<file path="config.mk">
export PLATFORM = sky130hd
export DESIGN_NAME = dsdiff_to_dop_converter
export DESIGN_NICKNAME = d
export VERILOG_FILES = /design/src/rtl/dsdop_pkg.sv /design/src/rtl/dsdop_parser.sv /design/src/rtl/dsdop_outq.sv /design/src/rtl/dsdiff_to_dop_converter.sv
export SDC_FILE = /design/constraint.sdc
export NUM_CORES = 1
export LEC_CHECK = 0
export ABC_AREA = 1
export ABC_CLOCK_PERIOD_IN_PS = 4800
export BUFFER_PORTS_ARGS = -buffer_cell sky130_fd_sc_hd__buf_2
export CORE_UTILIZATION = 30
export CTS_CLUSTER_SIZE = 24
export DETAILED_ROUTE_END_ITERATION = 8
export PLACE_DENSITY = 0.46
export REMOVE_ABC_BUFFERS = 1
export SYNTH_ARGS = -nofsm -noshare
export SYNTH_HDL_FRONTEND = slang
export SYNTH_SLANG_ARGS = --single-unit
</file>
<file path="constraint.sdc">
create_clock -name clk -period 4.8 [get_ports clk]
set_clock_uncertainty 0.05 [all_clocks]
set_input_delay 0.24 -clock clk [delete_from_list [all_inputs] [get_ports clk]]
set_output_delay 0.24 -clock clk [all_outputs]
set_load 0.02 [all_outputs]
</file>
<file path="src/rtl/dsdop_pkg.sv">
package dsdop_pkg;

  typedef enum logic [3:0] {
    PH_ID    = 4'd0,
    PH_SIZE  = 4'd1,
    PH_FORM  = 4'd2,
    PH_FVER  = 4'd3,
    PH_PROP  = 4'd4,
    PH_FS    = 4'd5,
    PH_CHNL  = 4'd6,
    PH_CMPR  = 4'd7,
    PH_SOUND = 4'd8,
    PH_SKIP  = 4'd9
  } phase_t;

  typedef enum logic [1:0] {
    KIND_SAMPLE = 2'd0,
    KIND_STATUS = 2'd1,
    KIND_ERROR  = 2'd2
  } kind_t;

  typedef enum logic [4:0] {
    ERR_NONE        = 5'd0,
    ERR_TRUNC       = 5'd1,
    ERR_FRM8_SIZE   = 5'd2,
    ERR_FRM8_FORM   = 5'd3,
    ERR_FVER_SIZE   = 5'd4,
    ERR_FVER_VER    = 5'd5,
    ERR_PROP_SIZE   = 5'd6,
    ERR_PROP_TYPE   = 5'd7,
    ERR_FS_SIZE     = 5'd8,
    ERR_FS_RATE     = 5'd9,
    ERR_CHNL_SIZE   = 5'd10,
    ERR_CHNL_COUNT  = 5'd11,
    ERR_CMPR_SIZE   = 5'd12,
    ERR_CMPR_TYPE   = 5'd13,
    ERR_DSD_SIZE    = 5'd14,
    ERR_CHUNK_SIZE  = 5'd15,
    ERR_MISSING     = 5'd16,
    ERR_FMT_NONE    = 5'd17
  } err_t;

  localparam logic [1:0] FMT_NONE  = 2'd0;
  localparam logic [1:0] FMT_DOP24 = 2'd1;
  localparam logic [1:0] FMT_RESET = 2'd2;

  localparam logic [1:0] CFG_OUT_FORMAT    = 2'd0;
  localparam logic [1:0] CFG_REQUIRED_RATE = 2'd1;

  localparam logic [31:0] RATE_RESET = 32'd2822400;

  localparam logic [31:0] ID_FRM8  = 32'h384d5246;
  localparam logic [31:0] ID_FVER  = 32'h52455646;
  localparam logic [31:0] ID_PROP  = 32'h504f5250;
  localparam logic [31:0] ID_FS    = 32'h20205346;
  localparam logic [31:0] ID_CHNL  = 32'h4c4e4843;
  localparam logic [31:0] ID_CMPR  = 32'h52504d43;
  localparam logic [31:0] ID_DSD   = 32'h20445344;
  localparam logic [31:0] TYPE_SND = 32'h20444e53;
  localparam logic [7:0]  VER_ONE  = 8'h01;
  localparam logic [7:0]  MARK_A   = 8'h05;
  localparam logic [7:0]  MARK_B   = 8'hfa;
  localparam logic [6:0]  SEEN_ALL = 7'h7f;

  localparam int QDEPTH = 4;
  localparam int QAW    = $clog2(QDEPTH);

  typedef struct packed {
    logic [1:0]  kind;
    logic [31:0] word;
    logic        ch;
    logic [4:0]  err;
    logic        last;
  } rec_t;

endpackage

</file>
<file path="src/rtl/dsdop_parser.sv">
module dsdop_parser (
  input  logic                clk,
  input  logic                rst_n,
  input  logic                fire,
  input  logic                mode,
  input  logic [7:0]          data_byte,
  input  logic [1:0]          out_format,
  input  logic [31:0]         required_rate,
  output logic [1:0]          res_cnt,
  output dsdop_pkg::rec_t     res0,
  output dsdop_pkg::rec_t     res1
);

  dsdop_pkg::phase_t phase_r, phase_nxt;
  logic [2:0]  fbc_r, fbc_nxt;
  logic [63:0] size_r, size_nxt;
  logic [31:0] ws_r, ws_nxt;
  logic [63:0] rem_r, rem_nxt;
  logic        pad_r, pad_nxt;
  logic [6:0]  seen_r, seen_nxt;
  logic [7:0]  held_r [3];
  logic [7:0]  held_nxt [3];
  logic [1:0]  gpos_r, gpos_nxt;
  logic        par_r, par_nxt;
  logic [4:0]  sticky_r, sticky_nxt;

  logic [63:0] rem_dec;
  logic [63:0] sz_next;
  logic        szn_bad, sz_big;
  logic [31:0] w_rev, w_fwd, w_chn;
  logic [4:0]  err;
  logic [7:0]  mark;
  logic [1:0]  n;
  dsdop_pkg::rec_t r0, r1;

  assign rem_dec = rem_r - 64'd1;
  assign sz_next = {size_r[55:0], data_byte};
  assign szn_bad = (sz_next == 64'd0) || (|sz_next[63:31]);
  assign sz_big  = |size_r[63:31];
  assign w_rev   = {data_byte, ws_r[31:8]};
  assign w_fwd   = {ws_r[23:0], data_byte};
  assign w_chn   = {16'd0, ws_r[7:0], data_byte};
  assign mark    = par_r ? dsdop_pkg::MARK_B : dsdop_pkg::MARK_A;

  always_comb begin
    phase_nxt  = phase_r;
    fbc_nxt    = fbc_r;
    size_nxt   = size_r;
    ws_nxt     = ws_r;
    rem_nxt    = rem_r;
    pad_nxt    = pad_r;
    seen_nxt   = seen_r;
    held_nxt   = held_r;
    gpos_nxt   = gpos_r;
    par_nxt    = par_r;
    sticky_nxt = sticky_r;
    err        = dsdop_pkg::ERR_NONE;
    n          = 2'd0;
    r0         = '0;
    r1         = '0;
    if (fire) begin
      if (mode) begin
        r0.kind = dsdop_pkg::KIND_STATUS;
        r0.last = 1'b1;
        if (sticky_r != 5'd0) r0.err = sticky_r;
        else if (out_format == dsdop_pkg::FMT_NONE) r0.err = dsdop_pkg::ERR_FMT_NONE;
        else if (phase_r != dsdop_pkg::PH_ID && phase_r != dsdop_pkg::PH_SKIP)
          r0.err = dsdop_pkg::ERR_TRUNC;
        else if (seen_r != dsdop_pkg::SEEN_ALL) r0.err = dsdop_pkg::ERR_MISSING;
        else r0.err = dsdop_pkg::ERR_NONE;
        n = 2'd1;
        phase_nxt  = dsdop_pkg::PH_ID;
        fbc_nxt    = 3'd0;
        size_nxt   = 64'd0;
        ws_nxt     = 32'd0;
        rem_nxt    = 64'd0;
        pad_nxt    = 1'b0;
        seen_nxt   = 7'd0;
        gpos_nxt   = 2'd0;
        par_nxt    = 1'b0;
        sticky_nxt = 5'd0;
      end else if (sticky_r != 5'd0) begin
        n = 2'd0;
      end else if (out_format == dsdop_pkg::FMT_NONE) begin
        err = dsdop_pkg::ERR_FMT_NONE;
      end else begin
        case (phase_r)
          dsdop_pkg::PH_ID: begin
            ws_nxt  = w_rev;
            fbc_nxt = fbc_r + 3'd1;
            if (fbc_r == 3'd3) begin
              fbc_nxt   = 3'd0;
              size_nxt  = 64'd0;
              phase_nxt = dsdop_pkg::PH_SIZE;
            end
          end
          dsdop_pkg::PH_SIZE: begin
            size_nxt = sz_next;
            fbc_nxt  = fbc_r + 3'd1;
            if (fbc_r == 3'd7) begin
              fbc_nxt = 3'd0;
              case (ws_r)
                dsdop_pkg::ID_FRM8: begin phase_nxt = dsdop_pkg::PH_FORM; ws_nxt = '0; end
                dsdop_pkg::ID_FVER: begin phase_nxt = dsdop_pkg::PH_FVER; ws_nxt = '0; end
                dsdop_pkg::ID_PROP: begin phase_nxt = dsdop_pkg::PH_PROP; ws_nxt = '0; end
                dsdop_pkg::ID_FS:   begin phase_nxt = dsdop_pkg::PH_FS;   ws_nxt = '0; end
                dsdop_pkg::ID_CHNL: begin phase_nxt = dsdop_pkg::PH_CHNL; ws_nxt = '0; end
                dsdop_pkg::ID_CMPR: begin phase_nxt = dsdop_pkg::PH_CMPR; ws_nxt = '0; end
                dsdop_pkg::ID_DSD: begin
                  if (szn_bad) err = dsdop_pkg::ERR_DSD_SIZE;
                  else begin
                    seen_nxt[6] = 1'b1;
                    rem_nxt     = sz_next;
                    pad_nxt     = sz_next[0];
                    gpos_nxt    = 2'd0;
                    par_nxt     = 1'b0;
                    phase_nxt   = dsdop_pkg::PH_SOUND;
                  end
                end
                default: begin
                  if (szn_bad) err = dsdop_pkg::ERR_CHUNK_SIZE;
                  else begin
                    rem_nxt   = sz_next;
                    pad_nxt   = sz_next[0];
                    phase_nxt = dsdop_pkg::PH_SKIP;
                  end
                end
              endcase
            end
          end
          dsdop_pkg::PH_FORM, dsdop_pkg::PH_PROP, dsdop_pkg::PH_CMPR,
          dsdop_pkg::PH_FVER, dsdop_pkg::PH_FS: begin
            if (phase_r == dsdop_pkg::PH_FVER || phase_r == dsdop_pkg::PH_FS)
              ws_nxt = w_fwd;
            else
              ws_nxt = w_rev;
            fbc_nxt = fbc_r + 3'd1;
            if (fbc_r == 3'd3) begin
              phase_nxt = dsdop_pkg::PH_ID;
              fbc_nxt   = 3'd0;
              case (phase_r)
                dsdop_pkg::PH_FORM: begin
                  if (sz_big) err = dsdop_pkg::ERR_FRM8_SIZE;
                  else if (ws_nxt != dsdop_pkg::ID_DSD) err = dsdop_pkg::ERR_FRM8_FORM;
                  else seen_nxt[0] = (size_r != 64'd0);
                end
                dsdop_pkg::PH_FVER: begin
                  if (size_r != 64'd4) err = dsdop_pkg::ERR_FVER_SIZE;
                  else if (ws_nxt[31:24] != dsdop_pkg::VER_ONE) err = dsdop_pkg::ERR_FVER_VER;
                  else seen_nxt[1] = 1'b1;
                end
                dsdop_pkg::PH_PROP: begin
                  if (size_r < 64'd4) err = dsdop_pkg::ERR_PROP_SIZE;
                  else if (ws_nxt != dsdop_pkg::TYPE_SND) err = dsdop_pkg::ERR_PROP_TYPE;
                  else seen_nxt[2] = 1'b1;
                end
                dsdop_pkg::PH_FS: begin
                  if (size_r != 64'd4) err = dsdop_pkg::ERR_FS_SIZE;
                  else if (ws_nxt != required_rate) err = dsdop_pkg::ERR_FS_RATE;
                  else seen_nxt[3] = 1'b1;
                end
                default: begin
                  if (size_r < 64'd5) err = dsdop_pkg::ERR_CMPR_SIZE;
                  else if (ws_nxt != dsdop_pkg::ID_DSD) err = dsdop_pkg::ERR_CMPR_TYPE;
                  else begin
                    seen_nxt[5] = 1'b1;
                    rem_nxt     = size_r - 64'd4;
                    pad_nxt     = size_r[0];
                    phase_nxt   = dsdop_pkg::PH_SKIP;
                  end
                end
              endcase
            end
          end
          dsdop_pkg::PH_CHNL: begin
            ws_nxt  = w_chn;
            fbc_nxt = fbc_r + 3'd1;
            if (fbc_r == 3'd1) begin
              phase_nxt = dsdop_pkg::PH_ID;
              fbc_nxt   = 3'd0;
              if (size_r < 64'd6) err = dsdop_pkg::ERR_CHNL_SIZE;
              else if (w_chn != 32'd2) err = dsdop_pkg::ERR_CHNL_COUNT;
              else begin
                seen_nxt[4] = 1'b1;
                rem_nxt     = size_r - 64'd2;
                pad_nxt     = size_r[0];
                phase_nxt   = dsdop_pkg::PH_SKIP;
              end
            end
          end
          dsdop_pkg::PH_SOUND: begin
            if (gpos_r != 2'd3) begin
              held_nxt[gpos_r] = data_byte;
              gpos_nxt = gpos_r + 2'd1;
            end else begin
              r0.kind = dsdop_pkg::KIND_SAMPLE;
              r1.kind = dsdop_pkg::KIND_SAMPLE;
              if (out_format == dsdop_pkg::FMT_DOP24) begin
                r0.word = {8'd0, mark, held_r[0], held_r[2]};
                r1.word = {8'd0, mark, held_r[1], data_byte};
              end else begin
                r0.word = {mark, held_r[0], held_r[2], 8'd0};
                r1.word = {mark, held_r[1], data_byte, 8'd0};
              end
              r1.ch   = 1'b1;
              r1.last = 1'b1;
              n        = 2'd2;
              par_nxt  = ~par_r;
              gpos_nxt = 2'd0;
            end
            rem_nxt = rem_dec;
            if (rem_dec == 64'd0)
              phase_nxt = pad_r ? dsdop_pkg::PH_SKIP : dsdop_pkg::PH_ID;
          end
          default: begin
            if (rem_r != 64'd0) rem_nxt = rem_dec;
            else pad_nxt = 1'b0;
            if (rem_nxt == 64'd0 && !pad_nxt) phase_nxt = dsdop_pkg::PH_ID;
          end
        endcase
      end
      if (err != 5'd0) begin
        sticky_nxt = err;
        r0         = '0;
        r0.kind    = dsdop_pkg::KIND_ERROR;
        r0.err     = err;
        r0.last    = 1'b1;
        n          = 2'd1;
      end
    end
  end

  assign res_cnt = n;
  assign res0    = r0;
  assign res1    = r1;

  always_ff @(posedge clk) begin
    if (!rst_n) begin
      phase_r  <= dsdop_pkg::PH_ID;
      fbc_r    <= 3'd0;
      size_r   <= 64'd0;
      ws_r     <= 32'd0;
      rem_r    <= 64'd0;
      pad_r    <= 1'b0;
      seen_r   <= 7'd0;
      gpos_r   <= 2'd0;
      par_r    <= 1'b0;
      sticky_r <= 5'd0;
    end else begin
      phase_r  <= phase_nxt;
      fbc_r    <= fbc_nxt;
      size_r   <= size_nxt;
      ws_r     <= ws_nxt;
      rem_r    <= rem_nxt;
      pad_r    <= pad_nxt;
      seen_r   <= seen_nxt;
      gpos_r   <= gpos_nxt;
      par_r    <= par_nxt;
      sticky_r <= sticky_nxt;
    end
  end

  // held bytes are always written before they are read
  always_ff @(posedge clk) begin
    held_r <= held_nxt;
  end

`ifndef SYNTH
  a_err_single: assert property (@(posedge clk) disable iff (!rst_n)
    (fire && !mode && sticky_r != 5'd0) |-> (res_cnt == 2'd0))
    else $error("result after sticky error");
  a_sticky_hold: assert property (@(posedge clk) disable iff (!rst_n)
    (sticky_r != 5'd0 && !(fire && mode)) |=> (sticky_r == $past(sticky_r)))
    else $error("sticky error changed");
  a_pair_sound: assert property (@(posedge clk) disable iff (!rst_n)
    (res_cnt == 2'd2) |-> (phase_r == dsdop_pkg::PH_SOUND && gpos_r == 2'd3))
    else $error("sample pair outside sound data");
`endif

endmodule

</file>
<file path="src/rtl/dsdop_outq.sv">
module dsdop_outq (
  input  logic            clk,
  input  logic            rst_n,
  input  logic [1:0]      push_cnt,
  input  dsdop_pkg::rec_t push0,
  input  dsdop_pkg::rec_t push1,
  output logic            room,
  output logic            out_valid,
  input  logic            out_ready,
  output dsdop_pkg::rec_t out_rec
);

  dsdop_pkg::rec_t mem_r [dsdop_pkg::QDEPTH];
  logic [dsdop_pkg::QAW-1:0] wp_r, wp_nxt, rp_r, rp_nxt;
  logic [dsdop_pkg::QAW:0]   cnt_r, cnt_nxt;
  logic [dsdop_pkg::QAW-1:0] wp1;
  logic                      pop;

  assign wp1       = wp_r + dsdop_pkg::QAW'(1);
  assign out_valid = (cnt_r != '0);
  assign out_rec   = mem_r[rp_r];
  assign pop       = out_valid && out_ready;
  // two slots free so a sample pair always fits
  assign room      = (cnt_r <= (dsdop_pkg::QAW+1)'(dsdop_pkg::QDEPTH - 2));

  always_comb begin
    wp_nxt  = wp_r + dsdop_pkg::QAW'(push_cnt);
    rp_nxt  = rp_r + dsdop_pkg::QAW'(pop);
    cnt_nxt = cnt_r + (dsdop_pkg::QAW+1)'(push_cnt) - (dsdop_pkg::QAW+1)'(pop);
  end

  always_ff @(posedge clk) begin
    if (!rst_n) begin
      wp_r  <= '0;
      rp_r  <= '0;
      cnt_r <= '0;
    end else begin
      wp_r  <= wp_nxt;
      rp_r  <= rp_nxt;
      cnt_r <= cnt_nxt;
    end
  end

  always_ff @(posedge clk) begin
    if (push_cnt != 2'd0) mem_r[wp_r] <= push0;
    if (push_cnt == 2'd2) mem_r[wp1] <= push1;
  end

`ifndef SYNTH
  a_cnt_max: assert property (@(posedge clk) disable iff (!rst_n)
    cnt_r <= (dsdop_pkg::QAW+1)'(dsdop_pkg::QDEPTH))
    else $error("queue overflow");
  a_cnt_track: assert property (@(posedge clk) disable iff (!rst_n)
    (push_cnt == 2'd0 && !pop) |=> (cnt_r == $past(cnt_r)))
    else $error("queue count drift");
  a_push_room: assert property (@(posedge clk) disable iff (!rst_n)
    (push_cnt != 2'd0) |-> (cnt_r <= (dsdop_pkg::QAW+1)'(dsdop_pkg::QDEPTH) -
      (dsdop_pkg::QAW+1)'(push_cnt)))
    else $error("push without room");
`endif

endmodule

</file>
<file path="src/rtl/dsdiff_to_dop_converter.sv">
// An accepted beat's results are written into the result queue and shown on out_* from there.
// Throughput: one input beat per cycle while in_tready is high; a sample group yields two
// output beats, drained at one per cycle while out_tready is high from a four-entry result queue.
// in_tready drops while fewer than two queue slots are free.
// Reset (rst_n low, synchronous): parser back to chunk-ID search, queue empty,
// out_format = 2, required_rate = 2822400.
module dsdiff_to_dop_converter (
  input  logic        clk,
  input  logic        rst_n,
  input  logic        in_tvalid,
  output logic        in_tready,
  input  logic [7:0]  in_tdata,   // [7:0] data_byte
  input  logic        in_tuser,   // [0] mode
  output logic        out_tvalid,
  input  logic        out_tready,
  output logic [39:0] out_tdata,  // [31:0] sample_word, [32] channel, [37:33] error_code
  output logic [1:0]  out_tuser,  // [1:0] kind
  output logic        out_tlast,
  input  logic        cfg_valid,
  output logic        cfg_ready,
  input  logic [1:0]  cfg_index,
  input  logic [31:0] cfg_data
);

  logic [1:0]  fmt_r;
  logic [31:0] rate_r;
  logic        in_fire;
  logic [1:0]  res_cnt;
  dsdop_pkg::rec_t res0, res1, orec;

  assign cfg_ready = 1'b1;
  assign in_fire   = in_tvalid && in_tready;

  always_ff @(posedge clk) begin
    if (!rst_n) begin
      fmt_r  <= dsdop_pkg::FMT_RESET;
      rate_r <= dsdop_pkg::RATE_RESET;
    end else if (cfg_valid) begin
      if (cfg_index == dsdop_pkg::CFG_OUT_FORMAT) fmt_r <= cfg_data[1:0];
      if (cfg_index == dsdop_pkg::CFG_REQUIRED_RATE) rate_r <= cfg_data;
    end
  end

  dsdop_parser u_parser (
    .clk           (clk),
    .rst_n         (rst_n),
    .fire          (in_fire),
    .mode          (in_tuser),
    .data_byte     (in_tdata),
    .out_format    (fmt_r),
    .required_rate (rate_r),
    .res_cnt       (res_cnt),
    .res0          (res0),
    .res1          (res1)
  );

  dsdop_outq u_outq (
    .clk       (clk),
    .rst_n     (rst_n),
    .push_cnt  (res_cnt),
    .push0     (res0),
    .push1     (res1),
    .room      (in_tready),
    .out_valid (out_tvalid),
    .out_ready (out_tready),
    .out_rec   (orec)
  );

  assign out_tdata = {2'b00, orec.err, orec.ch, orec.word};
  assign out_tuser = orec.kind;
  assign out_tlast = orec.last;

endmodule

</file>
# After elaboration in Yosys (flattened, before gate mapping)
# Memory sizes are Yosys's and may differ from the RTL's. A register that Yosys moved wholly into a read port is not among the register bits.
# Cells that the tools add are included.
# word_totals
register_bits	248
ram_bits	164
input_bits	48
out_inout_bits	46
elab_cells	372
n_memories	1
# memory_table
memory	words	width	read_ports	rd_ports_with_merged_regs	wr	line_no	rtl
u_outq.mem_r	4	41	1	1	2	dsdop_outq.sv:13	dsdop_pkg::rec_t mem_r [dsdop_pkg::QDEPTH];
# classes
add_sub_neg	10
n_lt_le_gt_ge	6
n_eq_ne	63
muxes	198
bitwise_logic	5
reduce_logical	65
# op_table
operator	n
$mux W64	23
$mux W32	15
$pmux W64 S5	1
$logic_not A64 Y1	3
$lt A64 B3 Y1 const B	3
$mux W35	5
$eq A32 B31 Y1 const B	4
$pmux W32 S4	1
$pmux W64 S2	1
$reduce_bool A64 Y1	2
$mux W34	3
$mux W4	25
$eq A32 B30 Y1 const B	3
$mux W41	2
$mux W5	15
$reduce_or A33 Y1	2
$ne A32 B30 Y1 const B	2
$ne A64 B3 Y1 const B	1
$sub A64 B1 Y64 const B	1
$sub A64 B2 Y64 const B	1
$sub A64 B3 Y64 const B	1
$mux W1	61
$reduce_and A8 Y1	6
$mux W2	18
68 further kinds	148

# Depth between registers and ports, before layout
# Gate-level depths: netlist (run 1).
# logic_depth
ltp_word	24
ltp_mapped	29
mapped_depth_nobuf	29

# By module
# From an unflattened synthesis (run 1), not the netlist that was laid out.
# unflattened
hier_cells	4312
hier_area_um2	28959.0
# modules_own_cells
module	n_inst	cells_each	area_each_um2	seq_area_each_um2
dsdop_parser	1	3233	18801.8	4384.2
dsdop_outq	1	866	8718.4	5064.9
dsdiff_to_dop_converter	1	213	1438.9	680.7

# Worst setup path after synthesis (run 1)
# No wires, ideal clock.
# synth_timing
path_kind	register -> register
from	reg u_parser.phase_r[0]
to	mem u_outq.mem_r[0][0] in the netlist's numbering, enable pin
setup_time_ps	451
arrival_time_ps	3055
required_ps	4299
setup_slack_ps	1243
stages_incl_launch_ff	26
path_buffers	2
period_less_slack_ps	3557
path_cell_list	dfxtp_1 inv_2 nor2_4 nand2_2 nand2_4 buf_6 nand2_1 nand2_1 nand2_1 nor2_1 nand2_1 nor2_4 nand3_1 nand2_1 inv_2 nand2_1 nand2_1 nand2_1 nand2_1 nor2_1 nand3_1 nand2_2 nand3_4 buf_6 nand2_2 nand2_1
# synth_rtl
element	line_no	rtl
from (decl)	dsdop_parser.sv:14	dsdop_pkg::phase_t phase_r, phase_nxt;
from (signal assigned)	dsdop_parser.sv:239	phase_r <= dsdop_pkg::PH_ID;
from (signal assigned)	dsdop_parser.sv:250	phase_r <= phase_nxt;
to (decl)	dsdop_outq.sv:13	

==> results of run 1 <==
registers in the layout, indices dropped and copies added (netlist names):
name	count
u_parser.held_r	24
u_parser.size_r	64
u_parser.fbc_r	3
u_outq.cnt_r	3
u_parser.ws_r	32
u_parser.par_r	1
u_parser.phase_r	4
u_parser.rem_r	64
u_parser.gpos_r	2
u_outq.rp_r	2
u_parser.seen_r	7
u_parser.sticky_r	5
fmt_r	2
rate_r	32
u_outq.mem_r	140
u_outq.wp_r	2
u_parser.pad_r	1
worst max path at each step:
stage	to	slack, ns	from
3_5_place_dp	u_outq.mem_r[0][14]$_DFFE_PP_	0.60	u_parser.size_r[22]$_SDFFE_PN0P_
2_1_floorplan	u_parser.rem_r[57]$_SDFFE_PN0P_	-2.43	u_parser.phase_r[3]$_SDFFE_PN0P_
6_report	u_outq.mem_r[1][23]$_DFFE_PP_	0.44	u_parser.size_r[58]$_SDFFE_PN0P_
5_1_grt	u_outq.mem_r[0][25]$_DFFE_PP_	0.11	u_parser.phase_r[2]$_SDFFE_PN0P_
4_1_cts	u_outq.mem_r[0][24]$_DFFE_PP_	0.57	u_parser.size_r[22]$_SDFFE_PN0P_
3_3_place_gp	u_outq.mem_r[1][7]$_DFFE_PP_	0.57	u_parser.size_r[58]$_SDFFE_PN0P_
routing by layer:
metal,vias up,GRT usage
met3,202,0.03570
met1,13540,0.3507
met2,1040,0.4150
met5,-,0
met4,0,0.1063
li1,13880,-
cells in the mapped netlist, types with 14 or more instances:
library cell / number / area [um2]
nand4_1: 73 / 456.7
o22ai_1: 141 / 882.1
ha_1: 22 / 275.3
o2111ai_1: 29 / 254.0
o221ai_1: 21 / 183.9
clkbuf_1: 194 / 728.2
nor3_1: 74 / 370.4
a211oi_1: 86 / 645.6
o21ai_0: 289 / 1446
dfxtp_1: 252 / 5045
nor2_1: 618 / 2320
nand3_1: 267 / 1336
xor2_1: 49 / 429.2
a21oi_1: 294 / 1471
nand2_1: 741 / 2781
a31oi_1: 34 / 212.7
or2_2: 20 / 125.1
inv_1: 404 / 1516
edfxtp_1: 136 / 4084
o211ai_1: 48 / 360.4
xnor2_1: 14 / 122.6
nor4_1: 38 / 237.7
worst register-to-register path, cell delays in order (launching register included):
cell and delay (ns):
dfxtp_1 0.31, inv_1 0.18, nand2_1 0.12, nor2_1 0.16
inv_1 0.17, nor4_1 0.51, nand2_1 0.15, nor2_1 0.48
nand2_1 0.20, nand2_1 0.10, nand2_1 0.06, nand2_1 0.05
inv_1 0.03, nand2_1 0.06, nand2_1 0.05, nand2_1 0.06
nand2_1 0.08, nand3_1 0.17, nand2_2 0.15, nand3_4 0.23
nand2_1 0.12, nand2_1 0.07, buf_4 0.42
per-stage QoR:
stage               cells  hold slack (ns)  setup WS [ns]
CTS                  5255          0.01265         0.5700
floorplan            3768           0.2741         -2.429
finish               5255          0.03118         0.4389
global route         5255          0.03096         0.1086
detailed placement   5120           0.4008         0.5971
global placement     5119           0.3930         0.5699
cells by family (layout without fill, tap and decap cells):
group	Yosys count	after routing	synth area share
flops	388	388	0.3463
other cells	2	3	0.0002849
fa+ha+maj	23	23	0.01120
xor+xnor	63	63	0.02093
compound gates	1005	1005	0.2263
simple gates	1865	1865	0.2995
buf+inv	646	753	0.09544
layout make-up:
cell class	instances	area, um2	share of cell area
Sequential cell	388	9130	0.3015
Clock buffer	73	1444	0.04768
Timing Repair Buffer	240	1697	0.05603
Tap cell	1155	1445	0.04772
Clock inverter	19	207.7	0.006859
Multi-Input combinational cell	2959	14770	0.4879
Inverter	421	1585	0.05235
==> key figures, run 1 <==
Global routing
  • Maximum number of pins on one net before global-route repair: 76
  • Via count of the first global-routing pass: 27.21k
  • Initial antenna violation count: 1
  • Combined global-route utilization of all metal layers: 0.2596
  • Total congestion overflow: 0
  • Wire length of the first global-routing pass: 176.6 mm

STA
  • Number of pins exceeding their max-slew limit in the final report: 0
  • Setup TNS Final: 0 ns
  • Fmax: 0.2293 GHz
  • Count of endpoints failing hold in the final timing report: 0
  • Final cycle utilization of the critical path: 0.9086
  • Setup repair after global routing missed its margin: no
  • Final number of setup-violating endpoints: 0
  • Crit path time final: 4.361 ns
  • Relative slew slack: 0.2468
  • Slew @ Worst Pin: 1.101 ns

Synth
  • Synth Instances: 3992
  • Async set or reset register ratio after synthesis: 0
  • Post-Synthesis Cell Area: 26360 um2
  • Most frequently used flop master after synthesis: dfxtp_1
  • Mean area per synthesized cell: 6.604 um2
  • Yosys warns: 0
  • Number of synthesized flops with an enable pin: 136
  • Post-synthesis register bit count: 388
  • Post-synthesis sequential area ratio: 0.3463
  • Number of distinct library cells after synthesis: 60

Clock network
  • Total CTS buffers: 50
  • Cts repair resizes: 0
  • Number of hold buffers added after CTS: 43
  • CTS tree: done
  • Root buffer cell: clkbuf_16
  • Clock net sink count: 388
  • Buffers inserted by post-CTS timing repair: 0
  • Clock transition at the register clock pins on the worst setup and hold paths after CTS: 0.06 ns
  • Maximum buffer depth of the clock tree: 3
  • CTS H-Tree Depth: 2
  • Clock Latency Late Sink: 0.64 ns

Drt
  • Number of remaining DRC errors: 0
  • First DRT Iteration DRCs: 2791
  • Pre-Repair DR Iteration Count: 6
  • Post-Route M1 WL: 52.70 mm
  • Detailed-route via count: 28.66k
  • Met3 routed WL: 7.549 mm
  • Highest metal used: met4
  • WL per Instance: 22.62 um
  • Wire length reported by the detailed router: 118.9 mm
  • Wire length on met2: 53.53 mm
  • Post-route ant nets: 0
  • Post-DR vias/cell: 5.454

Floorplanning
  • Total number of placement rows: 108
  • Initial Util: 0.3034
  • Boundary pin count: 94
  • Vert. Die Dim: 298.4 um
  • Area of the core region: 86890 um2
  • Die area: 89070 um2
  • Width of the die: 298.4 um

Place
  • PortBufs: 90
  • Cell area after placement: 28200 um2
  • Routability congestion estimate from global placement: 0.9552
  • Post-detailed-placement half-perimeter wirelength: 85.65 mm

Worst setup path
  • Worst Path Max Fanout: 28
  • Setup slack of the worst register-to-register path: 0.44 ns
  • Category of the worst setup path capture point: flop
  • Slowest cell delay on critical path: 0.51 ns
  • R2R depth: 22
  • Startpoint of the most critical register-to-register path: u_parser.size_r[58]$_SDFFE_PN0P_
  • Setup CP Type: reg -> reg
  • Kind of start point of the critical path: flop
  • Total number of cells along the worst setup path: 22
  • Worst endpoint required time: 5.00 ns
  • Critical-path cell list: inv_1 -> nand2_1 -> nor2_1 -> inv_1 -> nor4_1 -> nand2_1 -> nor2_1 -> nand2_1 -> nand2_1 -> nand2_1 -> nand2_1 -> inv_1 -> nand2_1 -> nand2_1 -> nand2_1 -> nand2_1 -> nand3_1 -> nand2_2 -> nand3_4 -> nand2_1 -> nand2_1 -> buf_4
  • Combined buffer and inverter count along the critical path: 4
  • Endpoint of the worst-slack reg-to-reg timing path: u_outq.mem_r[1][23]$_DFFE_PP_
  • Delay-heaviest family, CP: simple AND/OR/NAND/NOR gates
  • Signal arrival time at the worst endpoint: 4.56 ns
  • Cell with the largest stage delay on the worst path: nor4_1
  • Worst path most repeated cell: nand2_1

Final layout
  • Utilization after layout: 0.3485
  • Proportion of layout cells with a drive suffix above 1: 0.08171
  • Commonest non-fill, non-tap cell in the layout: nand2_1
  • N_diodes: 0
  • Most frequent cells in the layout: 740 x nand2_1, 614 x nor2_1, 400 x inv_1, 294 x a21oi_1, 289 x o21ai_0
  • Layout overhead on the synthesized area: 14.87%
  • Non-Filler Cell Area, Final: 30280 um2
  • Layout Nets: 4131
  • Number of filler cells placed in the layout: 9620

Run
  • # Max-Cap Violations: 0

Worst hold path
  • Worst min-delay path endpoint: rate_r[14]$_SDFFE_PN0P_
  • Cell depth of the worst min-delay path: 3
  • Worst min-delay path startpoint: rst_n
  • Worst min-delay path class: in -> reg

Outcome
  • Status: complete, no violations
Power of run 1 is left out: the tool's default activity adds up to more than one toggle a clock period on the data nets, which glitch-free logic cannot reach.
==> run 2: changes to the inputs <==
- ABC_AREA: 1 -> unset
==> key figures, run 2 <==
Outcome
  • Status: complete, no violations

Drt
  • Detailed-route via count: 26.19k
  • Post-Route M1 WL: 48.46 mm
  • Wire length reported by the detailed router: 114.6 mm
  • Met3 routed WL: 8.072 mm
  • Pre-Repair DR Iteration Count: 6
  • First DRT Iteration DRCs: 2880
  • WL per Instance: 25.75 um
  • Post-route ant nets: 0
  • Wire length on met2: 52.30 mm
  • Highest metal used: met4
  • Post-DR vias/cell: 5.883
  • Number of remaining DRC errors: 0

Final layout
  • Most frequent cells in the layout: 392 x nand2_1, 347 x a21oi_1, 347 x nor2_1, 249 x dfxtp_1, 168 x buf_4
  • N_diodes: 0
  • Commonest non-fill, non-tap cell in the layout: nand2_1
  • Layout Nets: 3338
  • Footprint of the multi-input gates: 15220 um2
  • Max reg flops: 140
  • Footprint of the flip-flops and latches: 9133 um2
  • Layout overhead on the synthesized area: 16.20%
  • Registers with the highest flip-flop counts: u_outq.mem_r (140), u_parser.rem_r (64), u_parser.size_r (64)
  • Number of filler cells placed in the layout: 9049
  • Utilization after layout: 0.3517
  • Reg with most FFs: u_outq.mem_r
  • Non-Filler Cell Area, Final: 29950 um2
  • Proportion of layout cells with a drive suffix above 1: 0.1512

Pwr
  • Max IR drop VDD: 0.0008903 V
  • Power density of the placed cells: 669.1 nW/um2
  • Leakage power total: 10.69 nW

STA
  • Final cycle utilization of the critical path: 0.9631
  • Relative slew slack: 0.1527
  • Crit path time final: 4.623 ns
  • Final number of setup-violating endpoints: 0
  • Count of endpoints failing hold in the final timing report: 0
  • Slew @ Worst Pin: 1.261 ns
  • Fmax: 0.2163 GHz
  • Number of pins exceeding their max-slew limit in the final report: 0
  • Setup repair after global routing missed its margin: no

Clock network
  • Total CTS buffers: 49
  • Clock Latency Late Sink: 0.63 ns
  • Root buffer cell: clkbuf_16
  • CTS H-Tree Depth: 2
  • CTS tree: done
  • Maximum buffer depth of the clock tree: 3
  • Clock net sink count: 388
  • Clock transition at the register clock pins on the worst setup and hold paths after CTS: 0.07 ns

Synth
  • Top cells by area in the synthesized netlist: dfxtp_1 20%, edfxtp_1 16%, a21oi_1 6.8%
  • Yosys warns: 0
  • Post-synthesis sequential area ratio: 0.3542
  • Post-synthesis register bit count: 388
  • Most frequently used flop master after synthesis: dfxtp_1
  • Mean area per synthesized cell: 8.003 um2
  • Portion of synthesized cell area occupied by the leading cell type: 0.1958
  • Synth Instances: 3220
  • Number of distinct library cells after synthesis: 108
  • Most common cell in the netlist: nand2_1
  • Post-Synthesis Cell Area: 25770 um2
  • Largest area contributor in the netlist: dfxtp_1
  • Number of synthesized flops with an enable pin: 136
  • Top cells by count, synth: 392 x nand2_1, 350 x nor2_1, 348 x a21oi_1
  • Async set or reset register ratio after synthesis: 0

Worst setup path
  • Signal arrival time at the worst endpoint: 5.11 ns
  • Worst Path Max Fanout: 9
  • Setup CP Type: reg -> reg
  • Category of the worst setup path capture point: flop
  • Kind of start point of the critical path: flop
  • Worst endpoint required time: 5.28 ns

Floorplanning
  • Initial Util: 0.3027
  • Total number of placement rows: 107
  • Boundary pin count: 94
  • Vert. Die Dim: 295.1 um
  • Die area: 87080 um2
  • Width of the die: 295.1 um
  • Area of the core region: 85150 um2

Place
  • Post-detailed-placement half-perimeter wirelength: 81.17 mm
  • Cell area after placement: 27770 um2
  • PortBufs: 90
  • Routability congestion estimate from global placement: 0.9876

Run
  • # Max-Cap Violations: 0

Worst hold path
  • Worst min-delay path class: in -> reg

Global routing
  • Via count of the first global-routing pass: 24.84k
  • Wire length of the first global-routing pass: 170.4 mm
  • Maximum number of pins on one net before global-route repair: 118
  • Initial antenna violation count: 2
  • Combined global-route utilization of all metal layers: 0.2590
  • Total congestion overflow: 0
==> run 2: worst paths after layout <==
kind,startpoint,end,slack [ns],cells past startpoint
worst max register to register,u_parser.rem_r[8]$_SDFFE_PN0P_,u_parser.phase_r[0]$_SDFFE_PN0P_,0.18,12
worst min register to register,u_outq.mem_r[1][39]$_SDFFE_PP0N_,u_outq.mem_r[1][39]$_SDFFE_PP0N_,0.41,2
worst max-delay path,u_parser.rem_r[8]$_SDFFE_PN0P_,u_parser.phase_r[0]$_SDFFE_PN0P_,0.18,12
worst min-delay path,in_tdata[1],u_parser.size_r[1]$_SDFFE_PN0P_,0.05,3
==> run 2: area by class of cell <==
cell class | instances | share of cell area
Clock buffer | 65 | 0.04809
Clock inverter | 26 | 0.01195
Inverter | 57 | 0.007312
Multi-Input combinational cell | 2473 | 0.5082
Sequential cell | 388 | 0.3050
Tap cell | 1144 | 0.04780
Timing Repair Buffer | 298 | 0.07170
==> run 2: metal layers <==
| layer | vias up | global-route usage |
|---|---|---|
| met5 | - | 0 |
| li1 | 11990 | - |
| met4 | 0 | 0.1198 |
| met3 | 242 | 0.03165 |
| met2 | 1202 | 0.4172 |
| met1 | 12750 | 0.3448 |
==> run 2: cell families after synthesis <==
family,count (synthesis),share of synthesized area
other cells,2,0.0002914
fa+ha+maj,23,0.01146
compound gates,899,0.2269
xor+xnor,105,0.03627
flops,388,0.3542
simple gates,1381,0.2699
buf+inv,360,0.05885
mux,62,0.04210
==> run 2: power breakdown <==
group | internal (mW) | total [mW] | switching (mW)
clock | 2.41 | 4.08 | 1.67
combinational | 4.16 | 11.7 | 7.54
sequential | 3.73 | 4.25 | 0.525
==> run 2: repair_timing <==
item                                    CTS  global route
gates resized for setup                   0             0
endpoints found under the hold margin    37             0
endpoints found under the setup margin    0             0
hold buffers                             38             0
setup buffers                             0             0
==> run 2: worst max-delay path, stage by stage, from the launching register on <==
cell and delay [ns]:
dfxtp_1 0.43, nor4_4 0.54, nand4_2 0.39, nor4_2 0.31, buf_4 0.19, nand4b_1 0.25
or3_1 0.39, xor2_1 0.34, nand4bb_1 0.16, nor4_2 0.68, o211ai_4 0.27, or3_1 0.41
a21oi_1 0.13
==> run 2: per-stage QoR <==
step / cells / TNS [ns] / hold slack (ns) / setup slack (ns) / power, mW
after floorplan: 2918 / -308.60 / 0.2519 / -3.577 / 11.83
after global placement: 4322 / 0 / 0.3962 / 0.3919 / 15.91
after detailed placement: 4322 / 0 / 0.3999 / 0.3179 / 15.85
after CTS: 4451 / 0 / 0.009870 / 0.2616 / 20.02
after global routing: 4451 / 0 / 0.03708 / 0.03459 / 21.24
final: 4451 / 0 / 0.05266 / 0.1772 / 20.04
Note: power is estimated with default switching activity, not from simulation.
